--- src/design/tsd_pkg.sv ---
// ----------------------------------------------------------------------------
// tsd_pkg
// Shared constants, types and the CRC-8 step for the scratchpad decoder.
// ----------------------------------------------------------------------------
package tsd_pkg;

	// Dallas CRC-8, reflected polynomial
	localparam logic [7:0] CRC_POLY = 8'h8C;

	// Scratchpad byte positions
	localparam logic [3:0] IDX_TEMP_LSB     = 4'd0;
	localparam logic [3:0] IDX_TEMP_MSB     = 4'd1;
	localparam logic [3:0] IDX_CONFIG       = 4'd4;
	localparam logic [3:0] IDX_COUNT_REMAIN = 4'd6;
	localparam logic [3:0] IDX_COUNT_PER_C  = 4'd7;
	localparam logic [3:0] IDX_CRC          = 4'd8;

	localparam logic [7:0] TEMP_ERROR = 8'hFF;

	// Resolution field, config byte bits 6:5
	localparam logic [1:0] RES_9BIT  = 2'b00;
	localparam logic [1:0] RES_10BIT = 2'b01;
	localparam logic [1:0] RES_11BIT = 2'b10;

	// Bytes captured from one frame, handed to the decoder
	typedef struct packed {
		logic [7:0] temp_low;
		logic [7:0] temp_high;
		logic [7:0] resolution;
		logic [7:0] count_remain;
		logic [7:0] count_per_degree;
	} tsd_frame_t;

	function automatic logic [7:0] crc8_update(input logic [7:0] crc, input logic [7:0] data);
		logic [7:0] c;
		logic [7:0] d;
		c = crc;
		d = data;
		for (int i = 0; i < 8; i++) begin
			if (c[0] ^ d[0]) begin
				c = (c >> 1) ^ CRC_POLY;
			end else begin
				c = c >> 1;
			end
			d = d >> 1;
		end
		return c;
	endfunction

endpackage

--- src/design/tsd_if.sv ---
// ----------------------------------------------------------------------------
// tsd_if
// Valid/ready channels of the scratchpad decoder: bytes, results, config.
// ----------------------------------------------------------------------------
interface tsd_byte_if;
	logic       valid;
	logic       ready;
	logic [7:0] scratch_byte;
	logic       frame_start;

	modport source (output valid, output scratch_byte, output frame_start, input ready);
	modport sink   (input valid, input scratch_byte, input frame_start, output ready);
	modport mon    (input valid, input scratch_byte, input frame_start, input ready);
endinterface

interface tsd_result_if;
	logic       valid;
	logic       ready;
	logic [7:0] temperature_half_degrees;
	logic       crc_error;

	modport source (output valid, output temperature_half_degrees, output crc_error,
		input ready);
	modport sink   (input valid, input temperature_half_degrees, input crc_error,
		output ready);
	modport mon    (input valid, input temperature_half_degrees, input crc_error,
		input ready);
endinterface

interface tsd_cfg_if;
	logic valid;
	logic ready;
	logic sensor_family_s;

	modport source (output valid, output sensor_family_s, input ready);
	modport sink   (input valid, input sensor_family_s, output ready);
	modport mon    (input valid, input sensor_family_s, input ready);
endinterface

--- src/design/tsd_decode.sv ---
// ----------------------------------------------------------------------------
// tsd_decode
// Raw reading to half degrees: family-S extension or resolution mask, /8.
// ----------------------------------------------------------------------------
module tsd_decode (
	input  tsd_pkg::tsd_frame_t frame,
	input  logic                family_s,
	output logic [7:0]          temp_half
);
	import tsd_pkg::*;

	localparam logic [7:0]  CPD_NOMINAL = 8'h10;
	localparam logic [15:0] COUNT_BASE  = 16'd12;
	localparam logic [15:0] FAMS_MASK   = 16'hFFF0;
	localparam logic [15:0] MASK_9BIT   = 16'hFFF8;
	localparam logic [15:0] MASK_10BIT  = 16'hFFFC;
	localparam logic [15:0] MASK_11BIT  = 16'hFFFE;

	logic [15:0] raw;
	logic [15:0] shifted;
	logic [15:0] val;
	logic [15:0] adj;

	assign raw     = {frame.temp_high, frame.temp_low};
	assign shifted = {raw[12:0], 3'b000};

	always_comb begin
		if (family_s) begin
			if (frame.count_per_degree == CPD_NOMINAL) begin
				val = (shifted & FAMS_MASK) + COUNT_BASE - {8'h00, frame.count_remain};
			end else begin
				val = shifted;
			end
		end else begin
			case (frame.resolution[6:5])
				RES_9BIT:  val = raw & MASK_9BIT;
				RES_10BIT: val = raw & MASK_10BIT;
				RES_11BIT: val = raw & MASK_11BIT;
				default:   val = raw;
			endcase
		end
	end

	// Signed divide by 8 toward zero: bias negatives by 7, then shift
	assign adj       = val + (val[15] ? 16'd7 : 16'd0);
	assign temp_half = adj[10:3];

endmodule

--- src/design/thermo_scratchpad_decoder_unit.sv ---
// ----------------------------------------------------------------------------
// thermo_scratchpad_decoder_unit
// Scratchpad byte stream in, CRC-checked temperature in half degrees out.
// ----------------------------------------------------------------------------
// Channel     Dir  Payload                                   Transfer
// byte_in     in   scratch_byte[7:0], frame_start            valid & ready
// result_out  out  temperature_half_degrees[7:0], crc_error  valid & ready
// cfg         in   sensor_family_s                           valid & ready
//
// One byte per cycle is taken unless a stalled result holds the input
// register. A byte sits in the input register, where the CRC step and byte
// capture run; from there the ninth byte of a frame loads the result
// register once it is free, and the result is offered from that register.
// A stalled result holds the input register only when the byte there is a
// frame's last; other bytes keep flowing. Reset clears index, CRC and valids.
// ----------------------------------------------------------------------------
module thermo_scratchpad_decoder_unit (
	input logic           clk,
	input logic           arst_n,
	tsd_byte_if.sink      byte_in,
	tsd_result_if.source  result_out,
	tsd_cfg_if.sink       cfg
);
	import tsd_pkg::*;

	// Input register
	logic       valid_s1;
	logic [7:0] byte_s1;
	logic       start_s1;

	// Frame state
	logic [3:0] idx_q;
	logic [7:0] crc_q;
	tsd_frame_t frame_q;
	logic       family_s_q;

	// Result register
	logic       out_valid_q;
	logic [7:0] temp_q;
	logic       err_q;

	logic [3:0] cur_idx;
	logic [7:0] cur_crc;
	logic       is_last;
	logic       crc_bad;
	logic       out_free;
	logic       s1_go;
	logic       take_in;
	logic [7:0] temp_dec;

	// Frame start restarts index and CRC; an out-of-range index restarts the index
	assign cur_idx = (start_s1 || idx_q > IDX_CRC) ? IDX_TEMP_LSB : idx_q;
	assign cur_crc = start_s1 ? 8'h00 : crc_q;
	assign is_last = (cur_idx == IDX_CRC);
	assign crc_bad = (cur_crc != byte_s1);

	// Advance a non-final byte always; the final byte needs room for its result
	assign out_free = !out_valid_q || result_out.ready;
	assign s1_go    = valid_s1 && (!is_last || out_free);
	assign take_in  = byte_in.valid && byte_in.ready;

	assign byte_in.ready = !valid_s1 || s1_go;
	assign cfg.ready     = 1'b1;

	assign result_out.valid                    = out_valid_q;
	assign result_out.temperature_half_degrees = temp_q;
	assign result_out.crc_error                = err_q;

	tsd_decode u_tsd_decode (
		.frame     (frame_q),
		.family_s  (family_s_q),
		.temp_half (temp_dec)
	);

	// Control state
	always_ff @(posedge clk or negedge arst_n) begin
		if (!arst_n) begin
			valid_s1    <= 1'b0;
			idx_q       <= IDX_TEMP_LSB;
			crc_q       <= 8'h00;
			out_valid_q <= 1'b0;
			family_s_q  <= 1'b0;
		end else begin
			if (take_in) begin
				valid_s1 <= 1'b1;
			end else if (s1_go) begin
				valid_s1 <= 1'b0;
			end

			// Advance index and CRC; the ninth byte closes the frame
			if (s1_go) begin
				if (is_last) begin
					idx_q <= IDX_TEMP_LSB;
					crc_q <= 8'h00;
				end else begin
					idx_q <= cur_idx + 4'd1;
					crc_q <= crc8_update(cur_crc, byte_s1);
				end
			end

			if (s1_go && is_last) begin
				out_valid_q <= 1'b1;
			end else if (result_out.ready) begin
				out_valid_q <= 1'b0;
			end

			if (cfg.valid) begin
				family_s_q <= cfg.sensor_family_s;
			end
		end
	end

	// Payload: input register, captured bytes, result
	always_ff @(posedge clk) begin
		if (take_in) begin
			byte_s1  <= byte_in.scratch_byte;
			start_s1 <= byte_in.frame_start;
		end

		if (s1_go) begin
			case (cur_idx)
				IDX_TEMP_LSB:     frame_q.temp_low         <= byte_s1;
				IDX_TEMP_MSB:     frame_q.temp_high        <= byte_s1;
				IDX_CONFIG:       frame_q.resolution       <= byte_s1;
				IDX_COUNT_REMAIN: frame_q.count_remain     <= byte_s1;
				IDX_COUNT_PER_C:  frame_q.count_per_degree <= byte_s1;
				default: ;
			endcase
		end

		// Bytes 0, 1, 4, 6 and 7 are already captured when the CRC byte arrives
		if (s1_go && is_last) begin
			temp_q <= crc_bad ? TEMP_ERROR : temp_dec;
			err_q  <= crc_bad;
		end
	end

endmodule

--- src/flat_wrapper.sv ---
// flat-port wrapper written by rule: the top's interface ports become plain ports
module thermo_scratchpad_decoder_unit_flat import tsd_pkg::*;
  (clk, arst_n, byte_in_valid, byte_in_scratch_byte, byte_in_frame_start, byte_in_ready, result_out_valid, result_out_temperature_half_degrees, result_out_crc_error, result_out_ready, cfg_valid, cfg_sensor_family_s, cfg_ready);
  tsd_byte_if byte_in_i ();
  tsd_result_if result_out_i ();
  tsd_cfg_if cfg_i ();
  input logic clk;
  input logic arst_n;
  input wire logic [$bits(byte_in_i.valid)-1:0] byte_in_valid;
  input wire logic [$bits(byte_in_i.scratch_byte)-1:0] byte_in_scratch_byte;
  input wire logic [$bits(byte_in_i.frame_start)-1:0] byte_in_frame_start;
  output wire logic [$bits(byte_in_i.ready)-1:0] byte_in_ready;
  output wire logic [$bits(result_out_i.valid)-1:0] result_out_valid;
  output wire logic [$bits(result_out_i.temperature_half_degrees)-1:0] result_out_temperature_half_degrees;
  output wire logic [$bits(result_out_i.crc_error)-1:0] result_out_crc_error;
  input wire logic [$bits(result_out_i.ready)-1:0] result_out_ready;
  input wire logic [$bits(cfg_i.valid)-1:0] cfg_valid;
  input wire logic [$bits(cfg_i.sensor_family_s)-1:0] cfg_sensor_family_s;
  output wire logic [$bits(cfg_i.ready)-1:0] cfg_ready;
  assign byte_in_i.valid = byte_in_valid;
  assign byte_in_i.scratch_byte = byte_in_scratch_byte;
  assign byte_in_i.frame_start = byte_in_frame_start;
  assign byte_in_ready = byte_in_i.ready;
  assign result_out_valid = result_out_i.valid;
  assign result_out_temperature_half_degrees = result_out_i.temperature_half_degrees;
  assign result_out_crc_error = result_out_i.crc_error;
  assign result_out_i.ready = result_out_ready;
  assign cfg_i.valid = cfg_valid;
  assign cfg_i.sensor_family_s = cfg_sensor_family_s;
  assign cfg_ready = cfg_i.ready;
  thermo_scratchpad_decoder_unit u_core (.clk(clk), .arst_n(arst_n), .byte_in(byte_in_i), .result_out(result_out_i), .cfg(cfg_i));
endmodule
--- config.mk ---
export PLATFORM = sky130hd
export DESIGN_NAME = thermo_scratchpad_decoder_unit_flat
export DESIGN_NICKNAME = d
export VERILOG_FILES = /design/src/design/tsd_pkg.sv /design/src/design/tsd_if.sv /design/src/design/tsd_decode.sv /design/src/design/thermo_scratchpad_decoder_unit.sv /design/src/flat_wrapper.sv
export SDC_FILE = /design/constraint.sdc
export NUM_CORES = 1
export LEC_CHECK = 0
export BUFFER_PORTS_ARGS = -buffer_cell sky130_fd_sc_hd__clkbuf_2
export CAP_MARGIN = 20
export CORE_ASPECT_RATIO = 0.5
export CORE_MARGIN = 4
export CORE_UTILIZATION = 41
export DETAILED_ROUTE_END_ITERATION = 12
export PLACE_DENSITY_LB_ADDON = 0.15
export SKIP_CTS_REPAIR_TIMING = 1
export SLEW_MARGIN = 20
export SYNTH_ARGS = -nofsm -noshare
export SYNTH_HDL_FRONTEND = slang
export SYNTH_SLANG_ARGS = --single-unit
--- constraint.sdc ---
create_clock -name clk -period 3.76 [get_ports clk]
set_clock_uncertainty 0.1 [all_clocks]
set_input_delay 1.128 -clock clk [delete_from_list [all_inputs] [get_ports clk]]
set_output_delay 1.128 -clock clk [all_outputs]
set_load 0.05 [all_outputs]
* After elaboration in Yosys (flattened, before gate mapping)
Cells that the tools add are included.
Storage, ports and cells: ROM bits 0, output and inout bits 12, word-level logic and storage cells 97, RAM bits 0, memories 0, input port bits 15, register bits 72, bits in latches 0
Cells by class: equality and inequality tests 9, mux-type cells 34, div/mod/pow operators 0, shift operators 0, magnitude comparators 1, $mul 0, reduce and logical (&&, ||, !) cells 19, add/subtract/negate cells 4, bitwise logic cells 16
Operators with widths (count):
- $mux 8 | 24
- $mux 16 | 2
- $not 2->3 | 8
- $add 16x4->16 const B | 1
- $sub 16x8->16 | 1
- $eq 4x3->1 const B | 3
- $add 11x3->11 | 1
- $reduce_and 2->1 | 5
- $pmux 3 s3 | 1
- $eq 8x5->1 const B | 1
- $mux 4 | 2
- $ne 8x8->1 | 1
- $xor 1x1->1 | 8
- $add 4x1->4 const B | 1
- $eq 4x1->1 const B | 1
- $eq 4x4->1 const B | 1
- $gt 4x4->1 const B | 1
- $logic_not 4->1 | 1
- $logic_or 1x1->1 | 4
- $mux 1 | 4
- $reduce_bool 2->1 | 2
- $logic_and 1x1->1 | 3
- $logic_not 1->1 | 3
- $mux 3 | 1
- 3 further kinds | 3

* Logic depth before layout (Yosys ltp)
word-level depth 35, depth in mapped cells 10, gate-level depth less buffers 10

* By module
From an unflattened synthesis, not the netlist that was laid out.
Unflattened totals: cells, all modules 321, area total of the unflattened synthesis 3873.7 µm²
Modules (own cells, without submodules):
- thermo_scratchpad_decoder_unit | sequential area each 2117.0 µm², times used 1, cells an instance 199, area an instance 2967.8 µm²
- tsd_decode | sequential area each 0.0 µm², times used 1, cells an instance 122, area an instance 905.9 µm²

* Worst setup path before layout
Ideal clock, no wire load.
path type register to output, start register u_core.idx_q[0], end output byte_in_ready, data arrival time 2086 ps, slack 446 ps, required time 2532 ps, cell stages (with the launch flop) 8, buffers on the path 0, path through dfrtp_1 or3_1 a21oi_1 nand2_1 ha_1 nand4_1 nor2_1 nand2_1
On the way: cells in the longest elaborated chain, start to end 8
RTL lines:
- start, declared | RTL line thermo_scratchpad_decoder_unit.sv:32 | logic [3:0] idx_q;
- start signal, assigned | RTL line thermo_scratchpad_decoder_unit.sv:96 | idx_q <= cur_idx + 4'd1;
- $gt 4x4->1 | RTL line thermo_scratchpad_decoder_unit.sv:52 | assign cur_idx = (start_s1 || idx_q > IDX_CRC) ? IDX_TEMP_LSB : idx_q;
- $logic_or 1x1->1 | RTL line thermo_scratchpad_decoder_unit.sv:52
- $mux 4 * | RTL line thermo_scratchpad_decoder_unit.sv:52
- $eq 4x4->1 * | RTL line thermo_scratchpad_decoder_unit.sv:54 | assign is_last = (cur_idx == IDX_CRC);
- $logic_not 1->1 * | RTL line thermo_scratchpad_decoder_unit.sv:59 | assign s1_go = valid_s1 && (!is_last || out_free);
- $logic_or 1x1->1 * | RTL line thermo_scratchpad_decoder_unit.sv:59
- $logic_and 1x1->1 * | RTL line thermo_scratchpad_decoder_unit.sv:59
- $logic_or 1x1->1 * | RTL line thermo_scratchpad_decoder_unit.sv:62 | assign byte_in.ready = !valid_s1 || s1_go;
- end, declared | RTL line flat_wrapper.sv:12 | output wire logic [$bits(byte_in_i.ready)-1:0] byte_in_ready;
Mark *: on every way between the ends. The rest lies on a longest branch, timed or not.

* Worst setup path after layout
Ends and elaborated chain as after synthesis.

==> run_results.csv <==
group,metric,value,unit
yosys,synth_mux_area_share,0.928,%
hold_path,hp-class,"reg2reg",
timing,whs,375,ps
floorplan,start_util,42.1,%
yosys,synth_top_cells_by_area,"edfxtp_1 (45%), dfrtp_1 (11%), xnor2_1 (6.8%)",
setup_path,cp_slowest_stage_delay,400,ps
floorplan,die_area,0.00982,sq mm
setup_path,crit_required,2530,ps
floorplan,rows,23,
cts,cts_tree,"built",
power_and_ir_drop,p_per_area,574,mW/mm^2
floorplan,io_pins,27,
routing,dr.pass1.iters,4,
power_and_ir_drop,power_frac_comb,21.1,%
yosys,synth_adder_area_share,3.34,%
routing,vias,2254,
final_layout,antenna_cells,0,
setup_path,cp_num_cells,9,
cts,clock_latency,330,ps
cts,clock_path_buffers,2,
yosys,synth_area_per_cell,11.5,sq um
power_and_ir_drop,p_int,1600,uW
global_routing,grt_pass1_vias,2273,
power_and_ir_drop,p_clk_share,36.4,%
timing,maxSlewHeadroom,55.2,%
yosys,syn_inst,294,
yosys,yosys.area.top_type,"edfxtp_1",
routing,routed_via_density,5.10,
job,drv_cap,0,
power_and_ir_drop,swShare,28.7,%
routing,drt-total-wl,6840,um
final_layout,nNetsFinal,349,
timing,slew_violations,0,
timing,hold_viol,0,
setup_path,start_kind,"flip-flop",
setup_path,cp.buffers_inverters,2,
routing,wl_per_cell,15.5,um
setup_path,cp.arrival,2320,ps
yosys,synth_top_area_share,44.6,%
timing,rsz0062_at_grt,"no",
timing,setup-violations-final,0,
yosys,synth_top_family_by_area,"simple AND/OR/NAND/NOR gates",
power_and_ir_drop,leakage,0.00142,uW
floorplan,die_x,136,um
timing,tightestPinTransition,665,ps
yosys,synth_xor_area_share,8.58,%
yosys,ys_ff_latch,65,
global_routing,antenna_found_initial,0,
yosys,ys_warn_count,0,
floorplan,die_h,72.1,um
yosys,synth_compound_area_share,12.5,%
cts,htree_levels,3,
final_layout,areaGrowthSynthToFinish,16.3,%
global_routing,grt_pass1_wl,11600,um
cts,cts_inserted_buffers,9,
placed_design,numPortBuffers,25,
setup_path,cpMaxStageDelayCell,"dfrtp_1",
routing,drc,0,
routing,drtIter0Drc,208,
global_routing,overflow,0,
placed_design,gp_congestion,0.825,
yosys,ys_seq_area_share,55.7,%
yosys,syn-num-nets,318,
setup_path,cp_common_cell,"nand2_1",
setup_path,crit_chain,"or3_1 > a21oi_1 > buf_4 > nand2_1 > ha_1 > nand4_1 > nor2_1 > nand2_1 > clkbuf_4",
floorplan,core_area,0.00800,sq mm
routing,ant_nets,0,
yosys,async_reset_ff_share,23.1,%
cts,cts_root_buf,"clkbuf_16",
global_routing,gr-usage-all-layers,15.7,%
power_and_ir_drop,power,2250,uW
timing,tns,0,ps
final_layout,drive_above_1_share,17.6,%
yosys,synth-simple-area-share,15.7,%
placed_design,hpwl,5010,um
power_and_ir_drop,pwr-share-seq,42.4,%
yosys,synthesis.area,0.00337,sq mm
yosys,synth_flop_cell,"edfxtp_1",
cts,clock-sinks,65,
cts,cts.reportedPaths.clkPinSlew,60,ps
setup_path,r2r_cells,8,
yosys,synthDistinctLibCells,57,
setup_path,cp_max_fo,6,
run_status,status,"finished clean",
timing,min_period,3550,ps
global_routing,grt_max_degree,21,
final_layout,final_core_util,49.0,%
power_and_ir_drop,switching_power,645,uW
power_and_ir_drop,vdd_ir_drop_max,0.261,mV
yosys,synth_edf_count,50,
setup_path,crit_path_end_kind,"output port",
setup_path,crit_family,"simple AND/OR/NAND/NOR gates",
timing,fin_crit_sh,94.4,%
timing,clock.fmax,0.282,GHz
hold_path,whs_path_depth,2,
setup_path,critical_path_class,"reg2out",
==> final timing paths <==
kind / slack, ps / to / start
worst min-delay path: 370 / u_core.crc_q[6]$_DFFE_PN0P_ / u_core.crc_q[6]$_DFFE_PN0P_
worst max-delay path: 210 / byte_in_ready / u_core.idx_q[0]$_DFFE_PN0P_
max in group asynchronous: 2650 / u_core.crc_q[2]$_DFFE_PN0P_ / arst_n
worst min register to register: 370 / u_core.crc_q[6]$_DFFE_PN0P_ / u_core.crc_q[6]$_DFFE_PN0P_
min in group asynchronous: 620 / u_core.idx_q[0]$_DFFE_PN0P_ / arst_n
worst max register to register: 560 / u_core.result_out.temperature_half_degrees[6]$_SDFFCE_PP1P_ / u_core.frame_q[34]$_DFFE_PP_
==> synth_stat cells (2+ instances only) <==
master,instances
nand3_1,3
o21ai_0,20
nand4_1,2
or4_1,2
a21oi_1,6
nor3_1,4
nor2b_1,6
a31oi_1,9
nor4_1,3
inv_1,15
xnor2_1,26
o31ai_1,2
nor2_1,17
clkbuf_1,6
o211ai_1,3
edfxtp_1,50
and3_1,5
nand3b_1,2
dfrtp_1,15
a21o_1,3
ha_1,9
and2_1,6
nand2_1,30
o32ai_1,2
o2bb2ai_1,2
buf_2,2
or3_1,3
nand2b_1,4
mux2i_1,2
o21a_1,2
xor2_1,7
==> cell families after synthesis <==
logic type | Yosys count
adder cells (fa/ha/maj) | 9
buffers and inverters | 25
multiplexers | 3
XOR/XNOR | 33
flip-flops | 65
AND/OR/NAND/NOR | 96
other | 1
AO/OA/AOI/OAI | 62
==> sequential cells by signal, indices dropped and copies added, names as in the netlist <==
signal,cells
u_core.byte_s1,8
u_core.crc_q,8
u_core.start_s1,1
u_core.family_s_q,1
u_core.result_out.temperature_half_degrees,8
u_core.frame_q,32
u_core.result_out.crc_error,1
u_core.idx_q,4
u_core.valid_s1,1
u_core.result_out.valid,1
==> worst reg2reg max path, stage by stage (launching register included) <==
cell and delay, ps:
edfxtp_1 430, ha_1 360, a21o_1 190, a311o_1 400
a2111oi_2 350, xnor2_1 110, a22o_2 360, or4b_4 540
mux2i_1 130
==> per-layer routing <==
| metal | vias up | global-route usage [%] | routed length (um) |
|---|---|---|---|
| met1 | 1064 | 20.9 | 3260 |
| met2 | 51 | 24.4 | 3220 |
| met4 | 0 | 5.36 | 71 |
| met5 | - | 0 | 0 |
| met3 | 6 | 5.26 | 289 |
| li1 | 1133 | - | - |
==> metrics by stage <==
stage / instance area [sq um] / instances / worst slack, ps
global placement: 3620 / 426 / 597
detailed placement: 3620 / 426 / 506
finish: 3920 / 442 / 211
CTS: 3920 / 442 / 137
global route: 3920 / 442 / 8.12
floorplan: 3370 / 294 / 446
==> layout by cell type, fill, tap and decap left out, types with 2 or more instances in the layout <==
cell	count
a31oi_1	9
nor4_1	3
clkinv_2	3
o32ai_1	2
nor3_1	4
nor2_1	17
and3_1	5
and2_1	6
o211ai_1	3
o21a_1	2
xnor2_1	26
a21o_1	3
nand3_1	3
nand2_1	30
xor2_1	7
buf_4	5
o21ai_0	20
o2bb2ai_1	2
a21oi_1	6
inv_1	15
nand3b_1	2
or4_1	2
o31ai_1	2
ha_1	9
nand4_1	2
edfxtp_1	50
mux2i_1	2
nor2b_1	6
clkbuf_16	9
dfrtp_1	15
nand2b_1	4
clkbuf_2	24
or3_1	3
==> power by group through the flow <==
stage | sequential (uW) | clock (uW) | combinational, uW
finish | 955 | 819 | 475
global route | 969 | 876 | 538
detailed placement | 968 | 0 | 475
floorplan | 936 | 0 | 401
CTS | 954 | 841 | 479
global placement | 963 | 0 | 461
==> layout make-up <==
type	instances	area (sq um)
clock buffers	9	225
clock inverters	7	70.1
fillers	740	4080
inverters	15	56.3
multi-input cells	204	1390
flip-flops and latches	65	1880
well taps	112	140
repair buffers	30	165
(Power assumes the default switching activity.)
